`config.mk`:
```
export PLATFORM = sky130hd
export DESIGN_NAME = c_comment_stripper_top
export DESIGN_NICKNAME = d
export VERILOG_FILES = /design/src/hw/rtl/ccs_pkg.sv /design/src/hw/rtl/ccs_scan.sv /design/src/hw/rtl/ccs_emit.sv /design/src/hw/rtl/c_comment_stripper_top.sv
export SDC_FILE = /design/constraint.sdc
export NUM_CORES = 1
export LEC_CHECK = 0
export BUFFER_PORTS_ARGS = -buffer_cell sky130_fd_sc_hd__buf_2
export CORE_ASPECT_RATIO = 0.75
export CORE_MARGIN = 8
export CORE_UTILIZATION = 46
export DETAILED_ROUTE_END_ITERATION = 16
export HOLD_SLACK_MARGIN = 0.06
export PLACE_DENSITY = 0.75
export SLEW_MARGIN = 5
export SYNTH_ARGS = -nofsm -noshare
export SYNTH_HDL_FRONTEND = slang
export SYNTH_SLANG_ARGS = --single-unit
```
`constraint.sdc`:
```
create_clock -name clk -period 7.3 [get_ports clk]
set_input_delay 1.46 -clock clk [delete_from_list [all_inputs] [get_ports clk]]
set_output_delay 1.46 -clock clk [all_outputs]
set_load 0.01 [all_outputs]
```
`src/hw/rtl/ccs_pkg.sv`:
```
`timescale 1ns / 1ps
// ----------------------------------------------------------------------------
// ccs_pkg: shared types and constants of the comment stripper
// Character codes, opcode values and the record that carries the results of
// one item from the scanner to the output stage.
// ----------------------------------------------------------------------------
package ccs_pkg;

  // opcode of an input item
  localparam logic OP_BYTE = 1'b0;
  localparam logic OP_EOF  = 1'b1;

  // characters the scanner looks for
  localparam logic [7:0] CH_SLASH = 8'h2F;
  localparam logic [7:0] CH_STAR  = 8'h2A;
  localparam logic [7:0] CH_BSL   = 8'h5C;
  localparam logic [7:0] CH_DQ    = 8'h22;
  localparam logic [7:0] CH_SQ    = 8'h27;
  localparam logic [7:0] CH_TAB   = 8'h09;
  localparam logic [7:0] CH_SPACE = 8'h20;
  localparam logic [7:0] CH_NUL   = 8'h00;

  // result count of one item: 0 to 5
  localparam int CNT_W = 3;

  // results of one item: first byte, second byte, zeros after that
  typedef struct packed {
    logic [7:0]       first_byte;
    logic [7:0]       second_byte;
    logic [CNT_W-1:0] cnt;
    logic             bad;
  } ccs_job_t;

endpackage

```
`src/hw/rtl/ccs_scan.sv`:
```
`timescale 1ns / 1ps
// ----------------------------------------------------------------------------
// ccs_scan: lexical scanner
// Holds the scan mode, the pending-blank flag and the output byte phase, and
// turns each accepted item into a result record for the output stage.
// ----------------------------------------------------------------------------
module ccs_scan (
  input  logic             clk,
  input  logic             rst_n,
  input  logic             in_fire,
  input  logic             in_op,
  input  logic [7:0]       in_byte,
  output ccs_pkg::ccs_job_t job_o
);

  typedef enum logic [7:0] {
    MODE_NORMAL  = 8'b0000_0001,
    MODE_STRING  = 8'b0000_0010,
    MODE_CHAR    = 8'b0000_0100,
    MODE_STRESC  = 8'b0000_1000,
    MODE_CHARESC = 8'b0001_0000,
    MODE_SLASH   = 8'b0010_0000,
    MODE_COMMENT = 8'b0100_0000,
    MODE_STAR    = 8'b1000_0000
  } mode_t;

  mode_t      mode_r, mode_nxt;
  logic       blank_r, blank_nxt;
  logic [1:0] phase_r, phase_nxt;

  logic       is_blank;
  logic       pre_space;
  logic       emit_c;
  logic [1:0] eof_p1;
  logic [1:0] eof_p2;
  logic [1:0] eof_pads;

  // byte classes in normal text
  assign is_blank  = (in_byte == ccs_pkg::CH_SPACE) || (in_byte == ccs_pkg::CH_TAB);
  assign pre_space = blank_r && (in_byte != ccs_pkg::CH_SPACE);
  assign emit_c    = !is_blank && (in_byte != ccs_pkg::CH_SLASH);

  // end of file: zero padding up to a four-byte boundary
  assign eof_p1   = phase_r + {1'b0, blank_r};
  assign eof_p2   = eof_p1 + 2'd1;
  assign eof_pads = 2'd0 - eof_p2;

  // next state and results of the item
  always_comb begin
    mode_nxt          = mode_r;
    blank_nxt         = blank_r;
    job_o.first_byte  = in_byte;
    job_o.second_byte = ccs_pkg::CH_NUL;
    job_o.cnt         = '0;
    job_o.bad         = 1'b0;
    if (in_op == ccs_pkg::OP_EOF) begin
      job_o.first_byte = blank_r ? ccs_pkg::CH_SPACE : ccs_pkg::CH_NUL;
      job_o.cnt        = ccs_pkg::CNT_W'(blank_r) + ccs_pkg::CNT_W'(1)
                         + ccs_pkg::CNT_W'(eof_pads);
      job_o.bad        = (mode_r != MODE_NORMAL);
      mode_nxt         = MODE_NORMAL;
      blank_nxt        = 1'b0;
    end else begin
      unique case (mode_r)
        MODE_NORMAL: begin
          blank_nxt = is_blank;
          if (in_byte == ccs_pkg::CH_SQ) begin
            mode_nxt = MODE_CHAR;
          end else if (in_byte == ccs_pkg::CH_DQ) begin
            mode_nxt = MODE_STRING;
          end else if (in_byte == ccs_pkg::CH_SLASH) begin
            mode_nxt = MODE_SLASH;
          end
          if (pre_space) begin
            job_o.first_byte  = ccs_pkg::CH_SPACE;
            job_o.second_byte = in_byte;
            job_o.cnt         = emit_c ? ccs_pkg::CNT_W'(2) : ccs_pkg::CNT_W'(1);
          end else begin
            job_o.cnt = emit_c ? ccs_pkg::CNT_W'(1) : ccs_pkg::CNT_W'(0);
          end
        end
        MODE_STRING: begin
          job_o.cnt = ccs_pkg::CNT_W'(1);
          if (in_byte == ccs_pkg::CH_DQ) begin
            mode_nxt = MODE_NORMAL;
          end else if (in_byte == ccs_pkg::CH_BSL) begin
            mode_nxt = MODE_STRESC;
          end
        end
        MODE_CHAR: begin
          job_o.cnt = ccs_pkg::CNT_W'(1);
          if (in_byte == ccs_pkg::CH_SQ) begin
            mode_nxt = MODE_NORMAL;
          end else if (in_byte == ccs_pkg::CH_BSL) begin
            mode_nxt = MODE_CHARESC;
          end
        end
        MODE_STRESC: begin
          job_o.cnt = ccs_pkg::CNT_W'(1);
          mode_nxt  = MODE_STRING;
        end
        MODE_CHARESC: begin
          job_o.cnt = ccs_pkg::CNT_W'(1);
          mode_nxt  = MODE_CHAR;
        end
        MODE_SLASH: begin
          if (in_byte == ccs_pkg::CH_STAR) begin
            mode_nxt = MODE_COMMENT;
          end else begin
            // lone slash goes out ahead of this byte
            job_o.first_byte  = ccs_pkg::CH_SLASH;
            job_o.second_byte = in_byte;
            job_o.cnt         = ccs_pkg::CNT_W'(2);
            if (in_byte == ccs_pkg::CH_SQ) begin
              mode_nxt = MODE_CHAR;
            end else if (in_byte == ccs_pkg::CH_DQ) begin
              mode_nxt = MODE_STRING;
            end else begin
              mode_nxt = MODE_NORMAL;
            end
          end
        end
        MODE_COMMENT: begin
          if (in_byte == ccs_pkg::CH_STAR) begin
            mode_nxt = MODE_STAR;
          end
        end
        MODE_STAR: begin
          if (in_byte == ccs_pkg::CH_SLASH) begin
            mode_nxt = MODE_NORMAL;
          end else if (in_byte != ccs_pkg::CH_STAR) begin
            mode_nxt = MODE_COMMENT;
          end
        end
        default: begin
          mode_nxt = MODE_NORMAL;
        end
      endcase
    end
  end

  // byte phase follows the number of bytes emitted
  assign phase_nxt = (in_op == ccs_pkg::OP_EOF) ? 2'd0 : phase_r + job_o.cnt[1:0];

  // scanner state
  always_ff @(posedge clk) begin
    if (!rst_n) begin
      mode_r  <= MODE_NORMAL;
      blank_r <= 1'b0;
      phase_r <= 2'd0;
    end else if (in_fire) begin
      mode_r  <= mode_nxt;
      blank_r <= blank_nxt;
      phase_r <= phase_nxt;
    end
  end

`ifndef SYNTHESIS
  // a blank can only be pending in normal text
  a_blank_normal: assert property (@(posedge clk) disable iff (!rst_n)
    blank_r |-> (mode_r == MODE_NORMAL))
    else $error("ccs_scan: blank pending outside normal text");

  // end of file leaves the output aligned and the scanner in normal text
  a_eof_aligned: assert property (@(posedge clk) disable iff (!rst_n)
    (in_fire && (in_op == ccs_pkg::OP_EOF)) |=>
      (phase_r == 2'd0) && (mode_r == MODE_NORMAL) && !blank_r)
    else $error("ccs_scan: state not cleared after end of file");
`endif

endmodule

```
`src/hw/rtl/ccs_emit.sv`:
```
`timescale 1ns / 1ps
// ----------------------------------------------------------------------------
// ccs_emit: result sequencer and output register
// Holds the record of one item and hands its bytes one by one to the output
// register; frees the record as its last byte moves out.
// ----------------------------------------------------------------------------
module ccs_emit (
  input  logic              clk,
  input  logic              rst_n,
  input  logic              in_fire,
  input  ccs_pkg::ccs_job_t job_i,
  output logic              in_ready,
  output logic              out_valid,
  input  logic              out_ready,
  output logic [7:0]        out_byte,
  output logic              out_last,
  output logic              out_unterminated
);

  logic                      job_vld_r;
  logic [7:0]                job_a_r;
  logic [7:0]                job_b_r;
  logic [ccs_pkg::CNT_W-1:0] job_rem_r;
  logic                      job_bad_r;

  logic                      out_vld_r;
  logic [7:0]                out_byte_r;
  logic                      out_last_r;
  logic                      out_bad_r;

  logic                      out_load;
  logic                      job_done;
  logic                      job_wr;

  // move a byte when the output register is empty or being drained
  assign out_load = job_vld_r && (!out_vld_r || out_ready);
  assign job_done = out_load && (job_rem_r == ccs_pkg::CNT_W'(1));
  assign in_ready = !job_vld_r || job_done;
  assign job_wr   = in_fire && (job_i.cnt != '0);

  // record of the item being emitted
  always_ff @(posedge clk) begin
    if (!rst_n) begin
      job_vld_r <= 1'b0;
    end else if (job_wr) begin
      job_vld_r <= 1'b1;
    end else if (job_done) begin
      job_vld_r <= 1'b0;
    end
  end

  always_ff @(posedge clk) begin
    if (job_wr) begin
      job_a_r   <= job_i.first_byte;
      job_b_r   <= job_i.second_byte;
      job_rem_r <= job_i.cnt;
      job_bad_r <= job_i.bad;
    end else if (out_load) begin
      job_a_r   <= job_b_r;
      job_b_r   <= ccs_pkg::CH_NUL;
      job_rem_r <= job_rem_r - ccs_pkg::CNT_W'(1);
    end
  end

  // output register
  always_ff @(posedge clk) begin
    if (!rst_n) begin
      out_vld_r <= 1'b0;
    end else if (out_load) begin
      out_vld_r <= 1'b1;
    end else if (out_ready) begin
      out_vld_r <= 1'b0;
    end
  end

  always_ff @(posedge clk) begin
    if (out_load) begin
      out_byte_r <= job_a_r;
      out_last_r <= (job_rem_r == ccs_pkg::CNT_W'(1));
      out_bad_r  <= job_bad_r;
    end
  end

  assign out_valid        = out_vld_r;
  assign out_byte         = out_byte_r;
  assign out_last         = out_last_r;
  assign out_unterminated = out_bad_r;

`ifndef SYNTHESIS
  // a held record always has between one and five bytes left
  a_rem_range: assert property (@(posedge clk) disable iff (!rst_n)
    job_vld_r |-> (job_rem_r != '0) && (job_rem_r <= ccs_pkg::CNT_W'(5)))
    else $error("ccs_emit: remaining byte count out of range");

  // the bytes of one item follow each other without a gap
  a_burst: assert property (@(posedge clk) disable iff (!rst_n)
    (out_vld_r && out_ready && !out_last_r) |=> out_vld_r)
    else $error("ccs_emit: gap inside the results of one item");
`endif

endmodule

```
`src/hw/rtl/c_comment_stripper_top.sv`:
```
`timescale 1ns / 1ps
// ----------------------------------------------------------------------------
// c_comment_stripper_top: streaming C block comment remover
// Input items carry one source byte (in_op = 0) or an end-of-file mark
// (in_op = 1) on a valid/ready channel. Output items are the stripped bytes,
// one per item, with out_last on the final byte caused by an input item.
// An end-of-file mark emits any pending blank, a zero terminator and zero
// padding to a four-byte boundary; out_unterminated is set on those bytes
// when the file ended inside a comment, a literal or right after a slash.
// The results of an item are registered in the result record and then move
// on into the output register whenever it is free. Throughput: an item that
// causes n results holds its record until the last of them moves out; items
// with zero or one result go at one per cycle while out_ready stays high.
// The result record register and the output register sit between the two
// channels, so a new item is taken while the last byte of the previous item
// waits. When the receiver stalls, the output byte holds and in_ready drops
// once a record is waiting behind it. Synchronous reset (rst_n low) returns
// the scanner to normal text with no blank pending and empties both
// registers; no clearing pass is needed.
// ----------------------------------------------------------------------------
module c_comment_stripper_top (
  input  logic       clk,
  input  logic       rst_n,
  input  logic       in_valid,
  output logic       in_ready,
  input  logic       in_op,
  input  logic [7:0] in_byte,
  output logic       out_valid,
  input  logic       out_ready,
  output logic [7:0] out_byte,
  output logic       out_last,
  output logic       out_unterminated
);

  logic              in_fire;
  ccs_pkg::ccs_job_t job;

  assign in_fire = in_valid && in_ready;

  // scanner: state and per-item results
  ccs_scan u_scan (
    .clk     (clk),
    .rst_n   (rst_n),
    .in_fire (in_fire),
    .in_op   (in_op),
    .in_byte (in_byte),
    .job_o   (job)
  );

  // sequencer and output register
  ccs_emit u_emit (
    .clk              (clk),
    .rst_n            (rst_n),
    .in_fire          (in_fire),
    .job_i            (job),
    .in_ready         (in_ready),
    .out_valid        (out_valid),
    .out_ready        (out_ready),
    .out_byte         (out_byte),
    .out_last         (out_last),
    .out_unterminated (out_unterminated)
  );

endmodule

```
== Word-level counts from Yosys, hierarchy flattened ==
Cells that the tools add are included.
W data, S select, Z words.

* $add $sub $neg: 7
* Equal/unequal tests: 25
* Multiplexer cells: 39
* Reductions and logical operators: 20

{| class="wikitable"
|+ Operator list
! kind !! count
|-
| $mux W8 || 18
|-
| $pmux W8 S8 || 1
|-
| $eq A8 B6 Y1 const B || 6
|-
| $pmux W16 S2 || 1
|-
| $ne A8 B6 Y1 const B || 3
|-
| $mux W19 || 1
|-
| $eq A8 B4 Y1 const B || 2
|-
| $eq A8 B7 Y1 const B || 2
|-
| $mux W16 || 1
|-
| $mux W3 || 5
|-
| $ne A4 B2 Y1 const B || 3
|-
| $pmux W3 S3 || 1
|-
| $eq A8 B1 Y1 const B || 1
|-
| $eq A8 B2 Y1 const B || 1
|-
| $eq A8 B3 Y1 const B || 1
|-
| $eq A8 B5 Y1 const B || 1
|-
| $eq A8 B8 Y1 const B || 1
|-
| $ne A8 B1 Y1 const B || 1
|-
| $reduce_bool A2 Y1 || 4
|-
| $mux W1 || 7
|-
| $logic_and A1 B1 Y1 || 6
|-
| $mux W2 || 3
|-
| $mux W6 || 1
|-
| $reduce_and A6 Y1 || 1
|-
| other kinds (15) || 19
|}

* Register bits after elaboration: 43
* Input bits: 13
* Output and inout bits: 12
* Word-level logic and storage cells: 103

== Depth between registers and ports, before layout ==
Gate-level depths: netlist of the first run.

* Depth in word-level cells: 11
* Depth in mapped cells: 12
* Mapped depth without buffers: 11

== Modules after synthesis ==
From an unflattened synthesis of the first run, not the netlist that was laid out.

* Cell total of the unflattened synthesis: 268
* Area total of the unflattened synthesis: 2,571.2 sq um

{| class="wikitable"
|+ By module, submodules not included
! module !! instances !! cells an instance !! area each (sq um)
|-
| ccs_scan || 1 || 179 || 1,312.5
|-
| ccs_emit || 1 || 88 || 1,252.5
|-
| c_comment_stripper_top || 1 || 1 || 6.3
|}

== Worst setup path after synthesis of the first run ==
No wires, ideal clock.

* Kind: input -> register
* Start: input port in_byte[2]
* End: register u_emit.job_a_r[0], enable pin
* Arrival time: 4.089 ns
* Data required time: 6.910 ns
* Setup slack: 2.821 ns
* Stages: 9
* Path buffers: 1
* Path through: buf_2 -> or4_4 -> or4_2 -> and2_1 -> ha_1 -> a221oi_1 -> o21ai_1 -> nand3_1 -> nand2b_1

* Longest elaborated chain between the ends: 11
* Elaborated cells on any way between the ends: 18
* Classes of those cells: 5 x eq/ne; 6 x mux; 7 x reduce/logical

{| class="wikitable"
|+ Ends and longest elaborated chain
! item !! line !! text
|-
| start, declared || c_comment_stripper_top.sv:27 || <nowiki>input logic [7:0] in_byte,</nowiki>
|-
| $eq A8 B6 Y1 or $eq A8 B4 Y1 (tied branches) || ccs_scan.sv:39 || <nowiki>assign is_blank = (in_byte == ccs_pkg::CH_SPACE) || (in_byte == ccs_pkg::CH_TAB);</nowiki>
|-
| $logic_or A1 B1 Y1 || ccs_scan.sv:39 ||
|-
| $logic_not A1 Y1 || ccs_scan.sv:41 || <nowiki>assign emit_c = !is_blank && (in_byte != ccs_pkg::CH_SLASH);</nowiki>
|-
| $logic_and A1 B1 Y1 || ccs_scan.sv:41 ||
|-
| $mux W1 or $mux W2 (tied branches) || ccs_scan.sv:79, ccs_scan.sv:77 ||
|-
| $mux W3 || ccs_scan.sv:74 || <nowiki>if (pre_space) begin</nowiki>
|-
| $pmux W3 S3 (*) || ccs_scan.sv:64 || <nowiki>unique case (mode_r)</nowiki>
|-
| $mux W3 (*) || ccs_scan.sv:56 || <nowiki>if (in_op == ccs_pkg::OP_EOF) begin</nowiki>
|-
| $reduce_bool A3 Y1 (*) || ccs_emit.sv:39 || <nowiki>assign job_wr = in_fire && (job_i.cnt != '0);</nowiki>
|-
| $logic_and A1 B1 Y1 (*) || ccs_emit.sv:39 ||
|-
| $reduce_bool A2 Y1 (no line) (*) || n/a ||
|-
| end signal, assigned || ccs_emit.sv:54 || <nowiki>job_a_r <= job_i.first_byte;</nowiki>
|-
| end signal, assigned || ccs_emit.sv:59 || <nowiki>job_a_r <= job_b_r;</nowiki>
|-
| end, declared || ccs_emit.sv:21 || <nowiki>logic [7:0] job_a_r;</nowiki>
|}

Mark *: on every way between the ends. The rest lies on a longest branch, timed or not.
A chain may end at the register's enable or synchronous reset.

== Worst setup path in the final report of the first run ==
* Start: input port in_byte[4]
* End: register u_emit.job_a_r[0], enable pin

Same word-level chain as after synthesis.

==> flow_summary.json, run 1 <==
{
  "vias": 1827,
  "core_area_sq_mm": 0.00524,
  "post-place-cells": 319,
  "crit_path_max_incr_delay_ns": 0.64,
  "slew_headroom_pct": 41.9,
  "worstPathArrival_ns": 4.92,
  "diodes": 0,
  "fin_setup_tns_ns": 0,
  "grt_pass1_wl_um": 8760,
  "numCtsBuffers": 5,
  "path_class": "in -> reg",
  "grt_start_max_net_pins": 24,
  "cpMaxStageDelayCell": "or4_2",
  "ys_ff_latch": 43,
  "num_rows": 23,
  "critical_path.startpoint": "in_byte[4]",
  "drt_wl_total_um": 5150,
  "path_cells": "buf_2 > or4_4 > or4_2 > and2_1 > ha_1 > a221oi_1 > o21ai_1 > nand3_1 > nand2b_1",
  "clockRootBuffer": "clkbuf_8",
  "outcome": "complete, no violations",
  "hold_class": "reg -> reg",
  "fin_crit_ns": 5.06,
  "dp_hpwl_um": 3840,
  "required_ns": 7.16,
  "p_leak_nw": 0.979,
  "grt_antenna_before_repair": 0,
  "rsz0062_at_grt": "false",
  "mostFrequentLayoutCells": "edfxtp_1, nand2_1, buf_2, nor2_1, dfxtp_1",
  "timing.rr.start": "u_scan.mode_r[3]",
  "grt_usage_pct": 13.7,
  "clock_skew_ns": 0.00554,
  "drt-initial-drc-count": 180,
  "synth_edf_count": 30,
  "synth.distinct_cells": 66,
  "numPortBuffers": 24,
  "routed_via_density": 5.59,
  "hold_depth": 0,
  "dieArea_sq_mm": 0.00794,
  "floorplan.initialDensity_pct": 46.8,
  "fp.dieW_um": 100,
  "drive_above_1_share_pct": 18.3,
  "clock_latency_ns": 0.29,
  "ioPinCount": 25,
  "netlist_area_sq_mm": 0.00245,
  "vdd_drop_max_uv": 108,
  "syn-num-nets": 249,
  "async_flop_share_pct": 0,
  "critical_path.endpoint_type": "flop",
  "drt-wirelength-per-cell_um": 15.8,
  "grt_remaining_overflow": 0,
  "cts_hold_buf": 0,
  "nNetsFinal": 271,
  "clock-sinks": 43,
  "r2r_end": "u_emit.job_a_r[0]",
  "synth.yosys.seq_area_share_pct": 47.4,
  "syn_to_final_growth_pct": 10.6,
  "worst-r2r-cell-count": 6,
  "synthCells": 229,
  "ys.flop_type": "edfxtp_1",
  "finalSetupViolCount": 0,
  "fp.dieH_um": 79.2,
  "clockBufferDepth": 2,
  "final_common_cell": "edfxtp_1",
  "hold_start": "u_emit.job_bad_r",
  "ctsResizeCount": 0,
  "tightestPinTransition_ns": 0.872,
  "fmax_mhz": 198,
  "holdPathEnd": "u_emit.out_unterminated",
  "timing.hold.ws_ns": 0.423,
  "reg2reg_slack_ns": 3.86,
  "powerDensity_mw_per_mm2": 211,
  "cts_max_level": 2,
  "path_max_fanout": 19,
  "ant_nets": 0,
  "syn_avg_cell_area_sq_um": 10.7,
  "post-cts-setup-buffer-count": 0,
  "cap_viol_max_count": 0,
  "drv_slew": 0,
  "final_cell_count_no_fill": 327,
  "cts_tree": "yes",
  "gp_congestion": 0.857,
  "synth_top_area_share_pct": 36.8,
  "synth.largest_area_cell": "edfxtp_1",
  "grt_pass1_vias": 1756,
  "first_pass_iters": 4,
  "worst_setup_path_start_kind": "primary input",
  "hold_violations": 0,
  "drc": 0,
  "final.period_utilization_pct": 69.3,
  "ys_warn_count": 0,
  "synthTopCellsByArea": "edfxtp_1, dfxtp_1, nand2_1, mux2i_1, ha_1",
  "clkTransAtPathRegs_ns": 0.08
}
[flip-flops by register name, indices dropped and copies added, names as in the netlist, 2 cells and up]
name              flops
u_scan.mode_r         8
u_emit.job_rem_r      3
u_scan.phase_r        2
u_emit.out_byte       8
u_emit.job_b_r        8
u_emit.job_a_r        8
[synthesized netlist by cell type (3+ instances only)]
library cell,number
xnor2_1,6
nor2b_1,3
nand3_1,4
nand4b_1,7
dfxtp_1,13
buf_2,3
a22o_1,4
nor2_1,15
nand2b_1,6
nor4_1,3
and2_1,9
clkbuf_1,4
a21o_1,3
edfxtp_1,30
inv_1,9
nand2_1,28
a21oi_1,7
a32o_1,3
mux2i_1,9
ha_1,6
o22ai_1,3
[worst max-delay path, delay by kind of cell]
family / cells / cell delay [ns]
buf+inv: 1 / 0.12
compound gates: 2 / 0.54
fa+ha+maj: 1 / 0.31
simple gates: 5 / 2.48
[routing by layer]
metal	wire (um)	share of wire, %	up-vias	GRT usage [%]
li1	-	-	912	-
met3	271	5.3	2	3.32
met4	27	0.52	0	3.76
met2	2270	44	54	20.1
met1	2590	50	859	19.4
met5	0	0	-	0
[layout make-up]
| cell class | count | area, sq um |
|---|---|---|
| Inverter | 9 | 33.8 |
| Sequential cell | 43 | 1160 |
| Clock buffer | 6 | 72.6 |
| Clock inverter | 2 | 12.5 |
| Fill cell | 512 | 2530 |
| Timing Repair Buffer | 24 | 120 |
| Multi-Input combinational cell | 168 | 1220 |
| Tap cell | 75 | 93.8 |
[logic make-up (layout without fill, tap and decap cells)]
logic type | Yosys count | count (layout) | synth area share (%)
adder cells (fa/ha/maj) | 7 | 7 | 3.88
XOR/XNOR | 6 | 6 | 2.14
buffers and inverters | 18 | 41 | 2.96
AO/OA/AOI/OAI | 41 | 41 | 13.5
AND/OR/NAND/NOR | 102 | 102 | 25.0
flip-flops | 43 | 43 | 47.4
multiplexers | 12 | 12 | 5.21
[how the worst max path moves through the flow]
stage                     endpoint  slack [ns]  cells past startpoint
2_1_floorplan    u_emit.job_a_r[0]        2.82                      9
3_3_place_gp     u_emit.job_b_r[6]        2.14                      9
3_5_place_dp     u_emit.job_a_r[6]        1.93                      9
4_1_cts          u_emit.job_a_r[3]        2.26                      9
5_1_grt        u_emit.job_rem_r[0]        1.96                      9
6_report         u_emit.job_a_r[0]        2.24                      9
[where the power goes]
group          leakage [nW]  internal, mW  switching (mW)
Sequential            0.405         0.305          0.0106
Clock                0.0412        0.0669          0.0811
Combinational         0.533        0.0433          0.0660
[per-stage QoR]
stage	area, sq um	setup WS, ns	total power, mW	utilization, %
2_1_floorplan	2450	2.82	0.397	-
3_3_place_gp	2630	2.14	0.426	50.1
3_5_place_dp	2630	1.93	0.431	50.1
4_1_cts	2710	2.26	0.580	51.8
5_1_grt	2710	1.96	0.604	51.8
6_report	2710	2.24	0.573	51.8
No activity file was read; power rests on OpenSTA's default activity.
==> run 2, diff against run 1 <==
==> constraint.sdc (replaced) <==
create_clock -name clk -period 5.2 [get_ports clk]
set_input_delay 1.04 -clock clk [delete_from_list [all_inputs] [get_ports clk]]
set_output_delay 1.04 -clock clk [all_outputs]
set_load 0.01 [all_outputs]
==> run 2 against run 1 <==
Against the previous run: wire length fell by 4.5%; die area did not move; cell area rose by 0.28%; critical endpoint is now u_emit.job_a_r[6]; critical path depth rose by 1; first-iteration DRC count fell by 2.2%; setup slack got worse by 1.4 ns; hold slack improved by 0.0022 ns; sequential power rose by 41%; largest power group unchanged; core utilization rose by 0.14 points; via count rose by 1.4%.
==> flow_summary.json, run 2 (synthesized netlist as in run 1, its figures left out) <==
{
  "outcome": "complete, no violations",
  "rsz0062_at_grt": "false",
  "final_util_pct": 51.9,
  "path_class": "in -> reg",
  "grt_start_max_net_pins": 24,
  "fin_crit_ns": 4.35,
  "p_total_mw": 0.801,
  "dr_wl_met3_um": 270,
  "p_leak_nw": 0.984,
  "cpMaxStageDelayCell": "or4_2",
  "gp_congestion": 0.819,
  "clock-sinks": 43,
  "fin_setup_tns_ns": 0,
  "mostFrequentLayoutCells": "edfxtp_1, nand2_1, buf_2, nor2_1, dfxtp_1",
  "fp.dieW_um": 100,
  "post-cts-setup-buffer-count": 0,
  "drive_above_1_share_pct": 18.6,
  "final.period_utilization_pct": 83.7,
  "dr.max_layer_used": "met4",
  "wl_met2_um": 2110,
  "grt_pass1_vias": 1760,
  "grt_antenna_before_repair": 0,
  "tightestPinTransition_ns": 0.792,
  "critical_path.endpoint_type": "flop",
  "required_ns": 5.24,
  "cts_tree": "yes",
  "first_pass_iters": 4,
  "final_common_cell": "edfxtp_1",
  "hold_class": "reg -> reg",
  "clockRootBuffer": "clkbuf_8",
  "worst_setup_path_start_kind": "primary input",
  "ctsResizeCount": 0,
  "dp_hpwl_um": 3710,
  "clockBufferDepth": 2,
  "clkTransAtPathRegs_ns": 0.07,
  "crit_path_max_incr_delay_ns": 0.65,
  "critical-path-top-delay-family": "simple AND/OR/NAND/NOR gates",
  "core_area_sq_mm": 0.00524,
  "hold_violations": 0,
  "floorplan.initialDensity_pct": 46.8,
  "drt-initial-drc-count": 176,
  "finalSetupViolCount": 0,
  "routed_via_density": 5.65,
  "vias": 1853,
  "cap_viol_max_count": 0,
  "drt_wl_total_um": 4920,
  "cts_hold_buf": 0,
  "grt_pass1_wl_um": 8420,
  "slew_headroom_pct": 47.1,
  "clock_latency_ns": 0.29,
  "drt-met1-wl_um": 2510,
  "drc": 0,
  "critPathBufInv": 2,
  "grt_remaining_overflow": 0,
  "nNetsFinal": 272,
  "clock_skew_ns": 0.00949,
  "numCtsBuffers": 5,
  "fp.dieH_um": 79.2,
  "ant_nets": 0,
  "dieArea_sq_mm": 0.00794,
  "numPortBuffers": 24,
  "drt-wirelength-per-cell_um": 15.0,
  "path_cells": "buf_2 > or4_4 > or4_2 > and2_1 > ha_1 > a221oi_1 > o21ai_1 > nand3_1 > nand2b_1 > buf_4",
  "diodes": 0,
  "worstPathArrival_ns": 4.39,
  "cts_max_level": 2,
  "num_rows": 23,
  "timing.hold.ws_ns": 0.425,
  "syn_to_final_growth_pct": 10.9,
  "drv_slew": 0,
  "vdd_drop_max_uv": 144,
  "grt_usage_pct": 13.1,
  "ioPinCount": 25,
  "fmax_mhz": 230,
  "powerDensity_mw_per_mm2": 295,
  "path_max_fanout": 15
}
-- run 2: power breakdown --
group	internal (mW)	total, mW	leakage, nW	switching, mW
clock network	0.0939	0.205	0.0412	0.111
logic	0.0622	0.154	0.538	0.0913
registers	0.427	0.443	0.405	0.0153
-- run 2: layout make-up --
type | instances | area [sq um]
Timing Repair Buffer | 25 | 128
Fill cell | 490 | 2520
Multi-Input combinational cell | 168 | 1220
Sequential cell | 43 | 1160
Inverter | 9 | 33.8
Clock buffer | 6 | 72.6
Tap cell | 75 | 93.8
Clock inverter | 2 | 12.5
-- run 2: metal layers --
metal | vias up | track usage (%)
met5 | - | 0
met4 | 0 | 3.76
met2 | 47 | 19.1
met3 | 4 | 3.41
met1 | 891 | 18.6
li1 | 911 | -
-- run 2: through the flow --
| step | setup WS (ns) | std cells | area (sq um) |
|---|---|---|---|
| final | 0.849 | 328 | 2720 |
| after global placement | 0.712 | 320 | 2630 |
| after detailed placement | 0.580 | 320 | 2630 |
| after floorplan | 1.14 | 229 | 2450 |
| after CTS | 0.889 | 328 | 2720 |
| after global routing | 0.689 | 328 | 2720 |
-- run 2: path summary, 6_finish.rpt --
path,startpoint,endpoint,slack [ns],cells past startpoint
max,in_byte[0],u_emit.job_a_r[6],0.85,10
min,u_emit.job_a_r[6],u_emit.out_byte[6],0.43,0
max reg2reg,u_scan.blank_r,u_emit.job_a_r[6],2.09,9
min reg2reg,u_emit.job_a_r[6],u_emit.out_byte[6],0.43,0
-- run 2: worst reg2reg max path: stages (launching register included) --
cell and delay, ns:
dfxtp_1 0.52, ha_1 0.23, xnor2_1 0.09, fa_1 0.51, nand2_1 0.06, o311a_1 0.16
o21ai_1 0.11, nand3_1 0.43, nand2b_1 0.40, buf_4 0.28
==> run 3, diff against run 2 <==
--- a/config.mk
+++ b/config.mk
@@ -5,13 +5,14 @@
 export SDC_FILE = /design/constraint.sdc
 export NUM_CORES = 1
 export LEC_CHECK = 0
+export ABC_AREA = 1
 export BUFFER_PORTS_ARGS = -buffer_cell sky130_fd_sc_hd__buf_2
 export CORE_ASPECT_RATIO = 0.75
 export CORE_MARGIN = 8
 export CORE_UTILIZATION = 46
 export DETAILED_ROUTE_END_ITERATION = 16
 export HOLD_SLACK_MARGIN = 0.06
-export PLACE_DENSITY = 0.75
+export PLACE_DENSITY = 0.74
 export SLEW_MARGIN = 5
 export SYNTH_ARGS = -nofsm -noshare
 export SYNTH_HDL_FRONTEND = slang
==> constraint.sdc (replaced) <==
create_clock -name clk -period 4.3 [get_ports clk]
set_input_delay 0.86 -clock clk [delete_from_list [all_inputs] [get_ports clk]]
set_output_delay 0.86 -clock clk [all_outputs]
set_load 0.01 [all_outputs]
==> run 3 against run 2 <==
Against the previous run: wire length is 16% higher; global-route usage is 1.8 points higher; critical path depth is 4 higher; first-iteration DRC count is 6.3% lower; sequential power is 28% higher; die area is 5.9% higher; power is 52% higher; register-to-register slack worse by 0.70 ns; non-clock buffer count is 1 lower; hold slack worse by 0.0011 ns; setup slack better by 0.26 ns.
==> flow_summary.json, run 3 <==
{
  "crit_top_cell": "nand2_1",
  "syn-num-nets": 380,
  "synth_top_family_by_area": "simple AND/OR/NAND/NOR gates",
  "core_area_sq_mm": 0.00568,
  "drt-wirelength-per-cell_um": 12.3,
  "final_util_pct": 51.3,
  "synth_edf_count": 30,
  "ys_warn_count": 0,
  "diodes": 0,
  "critPathBufInv": 3,
  "multi_input_area_sq_mm": 0.00122,
  "powerDensity_mw_per_mm2": 420,
  "synth.distinct_cells": 32,
  "vdd_drop_max_uv": 170,
  "syn_avg_cell_area_sq_um": 7.30,
  "hold_class": "reg -> reg",
  "finalSetupViolCount": 0,
  "p_total_mw": 1.22,
  "clockRootBuffer": "clkbuf_8",
  "fin_setup_tns_ns": 0,
  "holdPathEnd": "u_emit.out_byte[5]",
  "grt_pass1_wl_um": 9920,
  "worst-r2r-cell-count": 9,
  "final_common_cell": "nand2_1",
  "clkTransAtPathRegs_ns": 0.08,
  "ys_ff_latch": 43,
  "grt_start_max_net_pins": 20,
  "critical_path.endpoint_type": "flop",
  "timing.hold.ws_ns": 0.424,
  "reg2reg_slack_ns": 1.39,
  "r2r_end": "u_emit.job_b_r[1]",
  "yosysMostFrequentCell": "nand2_1",
  "cts_max_level": 2,
  "crit_path_max_incr_delay_ns": 0.47,
  "synth_mux_area_share_pct": 0,
  "final_cell_count_no_fill": 463,
  "grt_usage_pct": 14.9,
  "gp_congestion": 0.921,
  "cts_tree": "yes",
  "p_leak_nw": 1.42,
  "dieArea_sq_mm": 0.00841,
  "post-cts-setup-buffer-count": 0,
  "syn_to_final_growth_pct": 10.8,
  "ant_nets": 0,
  "drt_wl_total_um": 5700,
  "clockBufferDepth": 2,
  "ctsResizeCount": 0,
  "drive_above_1_share_pct": 14.5,
  "routed_via_density": 4.83,
  "worst_setup_path_start_kind": "primary input",
  "final.period_utilization_pct": 74.2,
  "hold_start": "u_emit.job_a_r[5]",
  "hold_depth": 0,
  "clock_skew_ns": 0.00388,
  "grt_remaining_overflow": 0,
  "post-place-cells": 455,
  "path_max_fanout": 19,
  "timing.rr.start": "u_scan.blank_r",
  "ioPinCount": 25,
  "fp.dieH_um": 81.5,
  "rsz0062_at_grt": "false",
  "grt_antenna_before_repair": 0,
  "synthTopCellsByArea": "edfxtp_1, nand2_1, dfxtp_1, nor2_1, inv_1",
  "vias": 2234,
  "num_rows": 24,
  "synth.yosys.seq_area_share_pct": 44.2,
  "synth_top_area_share_pct": 34.3,
  "critical-path-top-delay-family": "simple AND/OR/NAND/NOR gates",
  "grt_pass1_vias": 2208,
  "final.fill_count": 560,
  "drt-initial-drc-count": 165,
  "mostFrequentLayoutCells": "nand2_1, nor2_1, inv_1, nand3_1, edfxtp_1",
  "worstPathArrival_ns": 3.07,
  "fp.dieW_um": 103,
  "netlist_area_sq_mm": 0.00263,
  "dp_hpwl_um": 4490,
  "path_cells": "buf_2 > inv_1 > nand2_1 > nor2_2 > nand2_1 > nand2_1 > inv_1 > ha_1 > a21oi_1 > nand2_1 > nand2_1 > nand3_4 > nand2_4 > nand2_1",
  "path_class": "in -> reg",
  "numCtsBuffers": 5,
  "seqCellArea_sq_mm": 0.00116,
  "outcome": "complete, no violations",
  "synth_compound_area_share_pct": 4.71,
  "fin_crit_ns": 3.19,
  "yosys.area_share.simple_pct": 36.9,
  "clock-sinks": 43,
  "synth.largest_area_cell": "edfxtp_1",
  "nNetsFinal": 404,
  "drc": 0,
  "drv_slew": 0,
  "floorplan.initialDensity_pct": 46.3,
  "hold_violations": 0,
  "cap_viol_max_count": 0,
  "numPortBuffers": 24,
  "synthCells": 360,
  "ys.flop_type": "edfxtp_1",
  "first_pass_iters": 5,
  "required_ns": 4.18,
  "fmax_mhz": 313,
  "synthAdderAreaFrac_pct": 3.62,
  "async_flop_share_pct": 0,
  "synth-xor-area-share_pct": 1.33,
  "synthTopCellsByCount": "nand2_1, nor2_1, inv_1",
  "clock_latency_ns": 0.30,
  "cts_hold_buf": 0,
  "cpMaxStageDelayCell": "nand2_1",
  "slew_headroom_pct": 49.9,
  "tightestPinTransition_ns": 0.750
}
run 3: cell count changes after synthesis, moves of 9 or more:
cell     change
nand2_1     +83
nor2_1      +47
inv_1       +39
nand3_1     +27
and2_1       -9
mux2i_1      -9
o21ai_0      +9
run 3: per-stage QoR:
step | worst slack [ns] | cell area [sq um]
2_1_floorplan | 1.34 | 2630
3_3_place_gp | 0.890 | 2800
3_5_place_dp | 0.825 | 2800
5_1_grt | 0.878 | 2910
4_1_cts | 1.12 | 2910
6_report | 1.11 | 2910
run 3: layout make-up:
cell class	count	area share [%]
Multi-Input combinational cell	258	42.0
Sequential cell	43	39.9
Inverter	52	6.71
Timing Repair Buffer	24	4.13
Tap cell	78	3.35
Clock buffer	5	2.36
Clock inverter	3	1.50
run 3: report_power, final:
part	internal, mW	switching [mW]	total [mW]
clock network	0.173	0.142	0.315
registers	0.537	0.0294	0.567
logic	0.105	0.235	0.340
run 3: per-layer routing:
| layer | share of wire (%) | GRT usage [%] |
|---|---|---|
| met1 | 51 | 21.3 |
| met2 | 41 | 22.2 |
| met3 | 6.6 | 3.56 |
| met4 | 1.0 | 3.60 |
| met5 | 0 | 0 |
run 3: how the worst max path moves through the flow:
| stage | startpoint | endpoint | slack [ns] | depth (start not counted) |
|---|---|---|---|---|
| floorplan | in_byte[6] | u_emit.job_a_r[0] | 1.34 | 14 |
| global placement | in_byte[6] | u_emit.job_b_r[5] | 0.89 | 14 |
| detailed placement | in_byte[6] | u_emit.job_b_r[1] | 0.82 | 14 |
| CTS | in_byte[6] | u_emit.job_b_r[5] | 1.12 | 14 |
| global route | in_byte[6] | u_emit.job_a_r[2] | 0.88 | 14 |
| finish | in_byte[6] | u_emit.job_b_r[1] | 1.11 | 14 |
run 3: cells by family after synthesis:
kind of cell               after synthesis
adders and majority gates                7
xor gates and xnor gates                 4
AOI/OAI and AO/OA                       21
and+or+nand+nor                        226
buffers and inverters                   59
DFF                                     43
